[config.mk]
export PLATFORM = sky130hd
export DESIGN_NAME = fir_filter_stream_unit
export DESIGN_NICKNAME = d
export VERILOG_FILES = /design/src/rtl/fir_pkg.sv /design/src/rtl/fir_filter_stream_unit.sv /design/src/rtl/fir_ram.sv /design/src/rtl/fir_mac.sv
export SDC_FILE = /design/constraint.sdc
export NUM_CORES = 2
export LEC_CHECK = 0
export ABC_AREA = 1
export BUFFER_PORTS_ARGS = -buffer_cell sky130_fd_sc_hd__buf_4
export CAP_MARGIN = 0
export CORE_MARGIN = 8
export CORE_UTILIZATION = 54
export CTS_BUF_LIST = sky130_fd_sc_hd__clkbuf_4 sky130_fd_sc_hd__clkbuf_8
export DETAILED_ROUTE_END_ITERATION = 6
export HOLD_SLACK_MARGIN = 0.02
export PLACE_DENSITY = 0.7
export SLEW_MARGIN = 20
export SYNTH_ARGS = -nofsm -noshare
export SYNTH_HDL_FRONTEND = slang
export SYNTH_SLANG_ARGS = --single-unit
[constraint.sdc]
create_clock -name clk -period 13.68 [get_ports clk]
set_clock_uncertainty 0.1 [all_clocks]
set_input_delay 0.684 -clock clk [delete_from_list [all_inputs] [get_ports clk]]
set_output_delay 0.684 -clock clk [all_outputs]
set_load 0.01 [all_outputs]
[src/rtl/fir_pkg.sv]
// shared types and constants for the streaming fir filter
// no dependencies; used by fir_mac, fir_filter_stream_unit and the bench
`default_nettype none

package fir_pkg;

    localparam int DEFAULT_MAX_TAPS = 64;
    localparam int DATA_W           = 16;
    localparam int TAP_CNT_W        = 7;
    localparam int COEF_IDX_W       = 6;
    localparam int FRAC_W           = 15;

    localparam logic [TAP_CNT_W-1:0] TAP_CNT_RESET = 7'd64;

    localparam logic OP_FILTER = 1'b0;
    localparam logic OP_LOAD   = 1'b1;

    typedef enum logic [2:0] {
        ST_CLEAR,
        ST_IDLE,
        ST_RUN,
        ST_DRAIN,
        ST_DONE
    } state_t;

    typedef struct packed {
        logic acc_clear;
        logic issue;
    } mac_ctrl_t;

endpackage

`default_nettype wire

[src/rtl/fir_filter_stream_unit.sv]
// Direct-form FIR filter over a stream of Q1.15 samples.
// Input channel (in_valid/in_ready) carries words that either filter one
// sample (operation 0) or load one coefficient (operation 1). Each filter
// word yields one output word (sample_out, saturated) on out_valid/out_ready.
// Coefficient loads give no output.
// Samples and coefficients live in two synchronous RAMs of MAX_TAPS entries;
// one shared multiplier walks the taps, one tap per cycle.
// A filter word walks its taps in ST_RUN, where taps is tap_count clamped
// to 1..MAX_TAPS, then drains and waits in ST_DONE; in_ready is high only
// between words, so no word is taken before the last one leaves ST_DONE.
// After reset both RAMs are cleared in a pass over all MAX_TAPS entries
// during which in_ready stays low; cfg writes are taken at any time.
// Result is held in an output register: the next word can be accepted while
// it waits. If the receiver stalls, a finished sum waits in the sequencer
// until the output register frees up.
// tap_count is written through cfg_wr_en/cfg_wr_data and resets to 64.
// depends on fir_pkg, fir_ram, fir_mac
`default_nettype none

module fir_filter_stream_unit #(
    parameter int MAX_TAPS = fir_pkg::DEFAULT_MAX_TAPS
) (
    input  wire logic                                  clk,
    input  wire logic                                  rst_n,
    input  wire logic                                  cfg_wr_en,
    input  wire logic        [fir_pkg::TAP_CNT_W-1:0]  cfg_wr_data,
    input  wire logic                                  in_valid,
    output logic                                       in_ready,
    input  wire logic                                  operation,
    input  wire logic signed [fir_pkg::DATA_W-1:0]     sample_in,
    input  wire logic        [fir_pkg::COEF_IDX_W-1:0] coef_index,
    input  wire logic signed [fir_pkg::DATA_W-1:0]     coef_value,
    output logic                                       out_valid,
    input  wire logic                                  out_ready,
    output logic signed [fir_pkg::DATA_W-1:0]          sample_out,
    output logic                                       saturated
);

    localparam int AW    = $clog2(MAX_TAPS);
    localparam int ACC_W = 2 * fir_pkg::DATA_W + AW;
    localparam logic [AW-1:0] LAST_ADDR = AW'(MAX_TAPS - 1);

    fir_pkg::state_t state_reg, state_next;

    logic [fir_pkg::TAP_CNT_W-1:0] tap_count_reg;
    logic [AW-1:0] wp_reg, wp_next;
    logic [AW-1:0] k_reg, k_next;
    logic [AW-1:0] pos_reg, pos_next;
    logic [AW-1:0] clr_addr_reg, clr_addr_next;
    logic [AW-1:0] taps_last;

    logic                              out_valid_reg, out_valid_next;
    logic signed [fir_pkg::DATA_W-1:0] sample_out_reg;
    logic                              saturated_reg;
    logic                              out_load;

    logic                              in_acc;
    logic                              coef_idx_ok;
    logic                              dl_wr_en, cf_wr_en;
    logic [AW-1:0]                     dl_wr_addr, cf_wr_addr;
    logic signed [fir_pkg::DATA_W-1:0] dl_wr_data, cf_wr_data;
    logic signed [fir_pkg::DATA_W-1:0] dl_rd_data, cf_rd_data;
    logic signed [fir_pkg::DATA_W-1:0] mac_y;
    logic                              mac_sat;
    logic                              mac_busy;
    fir_pkg::mac_ctrl_t                mac_ctrl;

    assign in_acc      = in_valid & in_ready;
    assign coef_idx_ok = int'(coef_index) < MAX_TAPS;

    always_comb
    begin
        if (tap_count_reg == '0)
        begin
            taps_last = '0;
        end
        else if (int'(tap_count_reg) > MAX_TAPS)
        begin
            taps_last = LAST_ADDR;
        end
        else
        begin
            taps_last = AW'(tap_count_reg - 7'd1);
        end
    end

    // next state
    always_comb
    begin
        state_next = state_reg;
        unique case (state_reg)
            fir_pkg::ST_CLEAR:
            begin
                if (clr_addr_reg == LAST_ADDR)
                begin
                    state_next = fir_pkg::ST_IDLE;
                end
            end
            fir_pkg::ST_IDLE:
            begin
                if (in_valid && operation == fir_pkg::OP_FILTER)
                begin
                    state_next = fir_pkg::ST_RUN;
                end
            end
            fir_pkg::ST_RUN:
            begin
                if (k_reg == taps_last)
                begin
                    state_next = fir_pkg::ST_DRAIN;
                end
            end
            fir_pkg::ST_DRAIN:
            begin
                if (!mac_busy)
                begin
                    state_next = fir_pkg::ST_DONE;
                end
            end
            fir_pkg::ST_DONE:
            begin
                if (!out_valid_reg || out_ready)
                begin
                    state_next = fir_pkg::ST_IDLE;
                end
            end
            default:
            begin
                state_next = fir_pkg::ST_IDLE;
            end
        endcase
    end

    // outputs and datapath control
    always_comb
    begin
        in_ready           = 1'b0;
        mac_ctrl.acc_clear = 1'b0;
        mac_ctrl.issue     = 1'b0;
        out_load           = 1'b0;
        dl_wr_en           = 1'b0;
        dl_wr_addr         = wp_reg;
        dl_wr_data         = sample_in;
        cf_wr_en           = 1'b0;
        cf_wr_addr         = AW'(coef_index);
        cf_wr_data         = coef_value;
        wp_next            = wp_reg;
        k_next             = k_reg;
        pos_next           = pos_reg;
        clr_addr_next      = clr_addr_reg;
        unique case (state_reg)
            fir_pkg::ST_CLEAR:
            begin
                dl_wr_en      = 1'b1;
                dl_wr_addr    = clr_addr_reg;
                dl_wr_data    = '0;
                cf_wr_en      = 1'b1;
                cf_wr_addr    = clr_addr_reg;
                cf_wr_data    = '0;
                clr_addr_next = clr_addr_reg + AW'(1);
            end
            fir_pkg::ST_IDLE:
            begin
                in_ready = 1'b1;
                if (in_valid && operation == fir_pkg::OP_LOAD)
                begin
                    cf_wr_en = coef_idx_ok;
                end
                else if (in_valid)
                begin
                    dl_wr_en           = 1'b1;
                    mac_ctrl.acc_clear = 1'b1;
                    k_next             = '0;
                    pos_next           = wp_reg;
                    wp_next            = (wp_reg == LAST_ADDR) ? '0 : wp_reg + AW'(1);
                end
            end
            fir_pkg::ST_RUN:
            begin
                mac_ctrl.issue = 1'b1;
                k_next         = k_reg + AW'(1);
                pos_next       = (pos_reg == '0) ? LAST_ADDR : pos_reg - AW'(1);
            end
            fir_pkg::ST_DRAIN:
            begin
            end
            fir_pkg::ST_DONE:
            begin
                out_load = !out_valid_reg || out_ready;
            end
            default:
            begin
            end
        endcase
    end

    always_comb
    begin
        out_valid_next = out_valid_reg;
        if (out_load)
        begin
            out_valid_next = 1'b1;
        end
        else if (out_ready)
        begin
            out_valid_next = 1'b0;
        end
    end

    always_ff @(posedge clk or negedge rst_n)
    begin
        if (!rst_n)
        begin
            state_reg     <= fir_pkg::ST_CLEAR;
            tap_count_reg <= fir_pkg::TAP_CNT_RESET;
            wp_reg        <= '0;
            k_reg         <= '0;
            pos_reg       <= '0;
            clr_addr_reg  <= '0;
            out_valid_reg <= 1'b0;
        end
        else
        begin
            state_reg     <= state_next;
            wp_reg        <= wp_next;
            k_reg         <= k_next;
            pos_reg       <= pos_next;
            clr_addr_reg  <= clr_addr_next;
            out_valid_reg <= out_valid_next;
            if (cfg_wr_en)
            begin
                tap_count_reg <= cfg_wr_data;
            end
        end
    end

    always_ff @(posedge clk)
    begin
        if (out_load)
        begin
            sample_out_reg <= mac_y;
            saturated_reg  <= mac_sat;
        end
    end

    // sample history
    fir_ram #(
        .WIDTH (fir_pkg::DATA_W),
        .DEPTH (MAX_TAPS)
    ) u_delay_ram (
        .clk     (clk),
        .wr_en   (dl_wr_en),
        .wr_addr (dl_wr_addr),
        .wr_data (dl_wr_data),
        .rd_en   (mac_ctrl.issue),
        .rd_addr (pos_reg),
        .rd_data (dl_rd_data)
    );

    // coefficients
    fir_ram #(
        .WIDTH (fir_pkg::DATA_W),
        .DEPTH (MAX_TAPS)
    ) u_coef_ram (
        .clk     (clk),
        .wr_en   (cf_wr_en),
        .wr_addr (cf_wr_addr),
        .wr_data (cf_wr_data),
        .rd_en   (mac_ctrl.issue),
        .rd_addr (k_reg),
        .rd_data (cf_rd_data)
    );

    fir_mac #(
        .ACC_W (ACC_W)
    ) u_mac (
        .clk   (clk),
        .rst_n (rst_n),
        .ctrl  (mac_ctrl),
        .coef  (cf_rd_data),
        .smp   (dl_rd_data),
        .busy  (mac_busy),
        .y     (mac_y),
        .sat   (mac_sat)
    );

    assign out_valid  = out_valid_reg;
    assign sample_out = sample_out_reg;
    assign saturated  = saturated_reg;

endmodule

`default_nettype wire

[src/rtl/fir_ram.sv]
// generic single-write, single-read synchronous ram with registered read
// no dependencies
`default_nettype none

module fir_ram #(
    parameter int WIDTH = 16,
    parameter int DEPTH = 64,
    localparam int AW   = (DEPTH > 1) ? $clog2(DEPTH) : 1
) (
    input  wire logic             clk,
    input  wire logic             wr_en,
    input  wire logic [AW-1:0]    wr_addr,
    input  wire logic [WIDTH-1:0] wr_data,
    input  wire logic             rd_en,
    input  wire logic [AW-1:0]    rd_addr,
    output logic      [WIDTH-1:0] rd_data
);

    logic [WIDTH-1:0] mem [DEPTH];

    always_ff @(posedge clk)
    begin
        if (wr_en)
        begin
            mem[wr_addr] <= wr_data;
        end
        if (rd_en)
        begin
            rd_data <= mem[rd_addr];
        end
    end

endmodule

`default_nettype wire

[src/rtl/fir_mac.sv]
// multiply-accumulate datapath with rounding and saturation to q1.15
// depends on fir_pkg
`default_nettype none

module fir_mac #(
    parameter int ACC_W = 38
) (
    input  wire logic                              clk,
    input  wire logic                              rst_n,
    input  wire fir_pkg::mac_ctrl_t                ctrl,
    input  wire logic signed [fir_pkg::DATA_W-1:0] coef,
    input  wire logic signed [fir_pkg::DATA_W-1:0] smp,
    output logic                                   busy,
    output logic signed [fir_pkg::DATA_W-1:0]      y,
    output logic                                   sat
);

    localparam int PROD_W = 2 * fir_pkg::DATA_W;
    localparam int SUM_W  = ACC_W + 1;

    localparam logic signed [SUM_W-1:0] ROUND_BIAS = SUM_W'(1) <<< (fir_pkg::FRAC_W - 1);
    localparam logic signed [SUM_W-1:0] Y_MAX = SUM_W'((1 << (fir_pkg::DATA_W - 1)) - 1);
    localparam logic signed [SUM_W-1:0] Y_MIN = -(SUM_W'(1) <<< (fir_pkg::DATA_W - 1));

    logic                     rd_vld_reg;
    logic                     prod_vld_reg;
    logic signed [PROD_W-1:0] prod_reg;
    logic signed [ACC_W-1:0]  acc_reg;
    logic signed [ACC_W-1:0]  acc_next;
    logic signed [SUM_W-1:0]  sum;
    logic signed [SUM_W-1:0]  y_full;

    always_ff @(posedge clk or negedge rst_n)
    begin
        if (!rst_n)
        begin
            rd_vld_reg   <= 1'b0;
            prod_vld_reg <= 1'b0;
        end
        else
        begin
            rd_vld_reg   <= ctrl.issue;
            prod_vld_reg <= rd_vld_reg;
        end
    end

    always_comb
    begin
        acc_next = acc_reg;
        if (ctrl.acc_clear)
        begin
            acc_next = '0;
        end
        else if (prod_vld_reg)
        begin
            acc_next = acc_reg + ACC_W'(prod_reg);
        end
    end

    always_ff @(posedge clk)
    begin
        if (rd_vld_reg)
        begin
            prod_reg <= coef * smp;
        end
        acc_reg <= acc_next;
    end

    assign busy   = rd_vld_reg | prod_vld_reg;
    assign sum    = SUM_W'(acc_reg) + ROUND_BIAS;
    assign y_full = sum >>> fir_pkg::FRAC_W;

    always_comb
    begin
        sat = 1'b0;
        y   = y_full[fir_pkg::DATA_W-1:0];
        if (y_full > Y_MAX)
        begin
            sat = 1'b1;
            y   = Y_MAX[fir_pkg::DATA_W-1:0];
        end
        else if (y_full < Y_MIN)
        begin
            sat = 1'b1;
            y   = Y_MIN[fir_pkg::DATA_W-1:0];
        end
    end

endmodule

`default_nettype wire

==> summary.md <==
The flow ran to the end, and the final reports show no timing, DRC or antenna violations. The final critical delay including setup and external delays was 6.36 ns; the number of DRC violations after detailed routing was 0. The finished cells cover 0.111 mm². The region available for standard cell placement spans 0.185 mm². The tools report the destination of the worst hold path as out_valid. The portion of netlist area occupied by mux cells was 0.000113. Yosys instantiated no cell more often than edfxtp_1. The final hold violation count is 0, and the maximum clock frequency is 157 MHz. The wire length of the first global-routing pass came out at 404000 µm. Hold timing on the final database bottoms out at a slack of 0.0953 ns.

For the total count of max-transition violations in the final report, the log shows 0. The endpoint identified for the worst register-to-register timing path is u_mac.prod_reg[31]. Post-synthesis xor/xnor area fraction: 0.00675. Async set-reset flop share out of synthesis: 0.0168. Summing all placed instances gives a cell area of 0.103 mm².

The tree is rooted in a clkbuf_8. Dominant cell type by area after synthesis: edfxtp_1. The origin of the worst min-delay path is out_ready.

The number of vias per cell is 6.00. The logs give 9173 for the number of nets in the finished design and 0.199 mm² for the overall die area. The tools report the count of routing violations after the opening detailed-route iteration as 8217. The tools report the row count as 158. The synthesized netlist contains 53 unique library cells. The logs give 5 for the H-tree depth and 7.05 ns for the data arrival time at the worst-slack endpoint.

Dividing the synthesized area by the synthesized cell count gives 11.7 µm². The portion of synthesized cell area occupied by the leading cell type is 0.640. The adder-cell share of the synthesized area is 0.0686. The worst-case reg-to-reg path depth is 18, and the post-synthesis sequential area ratio is 0.657. The basic-gate share of the synthesized area counting and, or, nand and nor cells was 0.111; the required time of the critical path was 14.36 ns.

Number of filler cells placed in the layout: 14611. Summed over all failing endpoints, the final setup total negative slack is 0 ns. Synthesis inferred 2204 register bits.

The number of port buffers works out to 69. Number of clock buffers inserted by TritonCTS: 366. The worst setup path is captured at a flop. The aggregate routed wire length was 270000 µm. The max-capacitance violation count came out at 0. Entering global routing, the biggest net connects 222 pins. The number of antenna violations at the first check in global routing was 3. TritonCTS built the clock tree. Measured along the x axis, the die boundary spans 446 µm. The logs give 68789 for the vias after detailed routing and 1.08 ns for the clock latency on the worst-skew pair.

Counting instances in the post-synthesis netlist gives the leading cell types as edfxtp_1, nor2_1, o21ai_0. After global routing the overflow that remains totals 0. The setup check on the worst reg-to-reg path leaves a slack of 7.32 ns. The first TritonRoute pass finished after 6 iterations. The congestion estimate from routability-driven global placement came to 0.890.

The maximum fanout encountered on the critical timing path was 16. By area the synthesized netlist is led by edfxtp_1, o21ai_0, nor2_1. In this run the post-CTS setup repair buffer count came out at 0.

The clock passes through at most 4 buffers. The floorplan step set the die height to 446 µm. The combinational family with the most area after synthesis was simple AND/OR/NAND/NOR gates. Synthesis produced a netlist whose cell count is 8573.

The pin slew with the least headroom to its limit was 1.22 ns; the effective utilization at floorplan was 0.541. The tools report the launching element of the worst setup path as u_coef_ram.rd_data[15]. The tools report the number of nets produced by synthesis as 9014.

Share of post-route cells with drive strength above 1: 0.104. Yosys mapped a number of flops with a built-in enable equal to 2129. The area growth from synthesis to layout came out at 10.7%.

The setup path with the least slack is of type reg -> reg. Once detail routing completed, the nets flagged for antenna violations numbered 0. The worst hold-check path type is in -> reg. For the max-slew headroom at the worst pin, the log shows 0.187. In this run the critical register-to-register path is launched from u_coef_ram.rd_data[15]. The run gives 70 as the count of pins on the block boundary.

The worst setup path is launched from a flop. The compound-cell area share of the yosys netlist is 0.110. The number of gates resized after CTS was 0. Setup violations remaining at the end of the flow were counted as 0.

Among all flip-flop cells after synthesis, the most frequent one is edfxtp_1. Once detailed placement completed, the half-perimeter wirelength came to 158000 µm. The ratio of final minimum period to clock period is 0.465, and the via count of the first global-routing pass is 66546.

The clock net sink count is 2204, and the post-synthesis cell area is 0.0999 mm². During synthesis, Yosys emitted a total of 0 warnings. Detailed-route wire length per cell: 23.5 µm. Setup repair after global routing left no endpoint under its margin. The number of instances on the worst hold path is 4.

After clock tree synthesis, the clock-pin slew on the worst setup and hold paths is 0.06 ns. The overall routing resource usage is 0.264.
==> placed cells by master, fill, tap and decap left out, drive strengths merged, types with 8 or more instances in the layout <==
| cell | synthesis | routed |
|---|---|---|
| edfxtp | 2129 | 2129 |
| fa | 263 | 263 |
| dfrtp | 36 | 36 |
| or2 | 12 | 12 |
| o21bai | 8 | 8 |
| nor3 | 32 | 32 |
| a21oi | 121 | 121 |
| ha | 127 | 127 |
| nand4 | 106 | 106 |
| xor2 | 57 | 57 |
| xnor2 | 20 | 20 |
| buf | 109 | 280 |
| nand3 | 238 | 238 |
| o211ai | 56 | 56 |
| dfxtp | 38 | 38 |
| nor2 | 1427 | 1427 |
| nand2 | 925 | 925 |
| dlygate4sd3 | 0 | 23 |
| inv | 695 | 697 |
| clkbuf | 403 | 520 |
| o21ai | 1198 | 1198 |
| clkinv | 4 | 93 |
| o22ai | 378 | 378 |
| a31oi | 13 | 13 |
| o221ai | 144 | 144 |
==> per-stage QoR <==
step	std cells	worst slack [ns]	utilization
finish	11470	7.32	0.599
global route	11467	6.99	0.599
CTS	11465	7.35	0.599
detailed placement	10821	7.36	0.560
global placement	10821	7.44	0.560
floorplan	8573	7.97	-
==> critical path, stage by stage, from the launching register on <==
cell and delay [ns]:
edfxtp_1 0.74, nand2_1 0.20, inv_1 0.16, fa_1 0.55, fa_1 0.91, fa_1 0.57
fa_1 0.50, inv_1 0.05, fa_1 0.47, inv_1 0.05, fa_1 0.44, ha_1 0.38
nand2_1 0.13, inv_1 0.05, a221oi_1 0.39, o21a_1 0.18, nand3_1 0.08, nor2_1 0.10
nor2_1 0.05
==> worst max path at each step <==
stage	slack [ns]	depth (start not counted)	endpoint
after floorplan	7.97	18	u_mac.prod_reg[28]
after global placement	7.44	18	u_mac.prod_reg[31]
after detailed placement	7.36	18	u_mac.prod_reg[31]
after CTS	7.35	18	u_mac.prod_reg[31]
after global routing	6.99	18	u_mac.prod_reg[31]
final	7.32	18	u_mac.prod_reg[31]
==> area by class of cell <==
class,instances,area [µm²],share of cell area
Inverter,699,2660,0.0240
Antenna cell,5,12.5,0.000113
Multi-Input combinational cell,5158,29900,0.270
Clock inverter,101,559,0.00506
Timing Repair Buffer,303,2380,0.0215
Sequential cell,2204,65600,0.594
Clock buffer,520,6320,0.0572
Tap cell,2480,3100,0.0281
==> metal layers <==
layer / routed length, µm / vias to the layer above / share of wire / global-route usage
li1: - / 30661 / - / -
met1: 105000 / 33811 / 0.39 / 0.354
met2: 127000 / 3656 / 0.47 / 0.424
met3: 24400 / 659 / 0.090 / 0.0454
met4: 13200 / 2 / 0.049 / 0.121
met5: 20 / - / 0.000074 / 0
==> cell families (layout without fill, tap and decap cells) <==
kind of cell | after synthesis | after routing
AND/OR/NAND/NOR | 2746 | 2746
buffers and inverters | 1211 | 1623
multiplexers | 1 | 1
AO/OA/AOI/OAI | 1944 | 1944
XOR/XNOR | 77 | 77
other | 0 | 5
flip-flops | 2204 | 2204
adder cells (fa/ha/maj) | 390 | 390
==> repair_timing <==
action,in CTS,in global routing
endpoints found under the setup margin,0,0
hold buffers,23,0
endpoints found under the hold margin,47,0
Power is not shown: default switching activity piles up to over one toggle a cycle in this logic, so the estimate is an artifact.
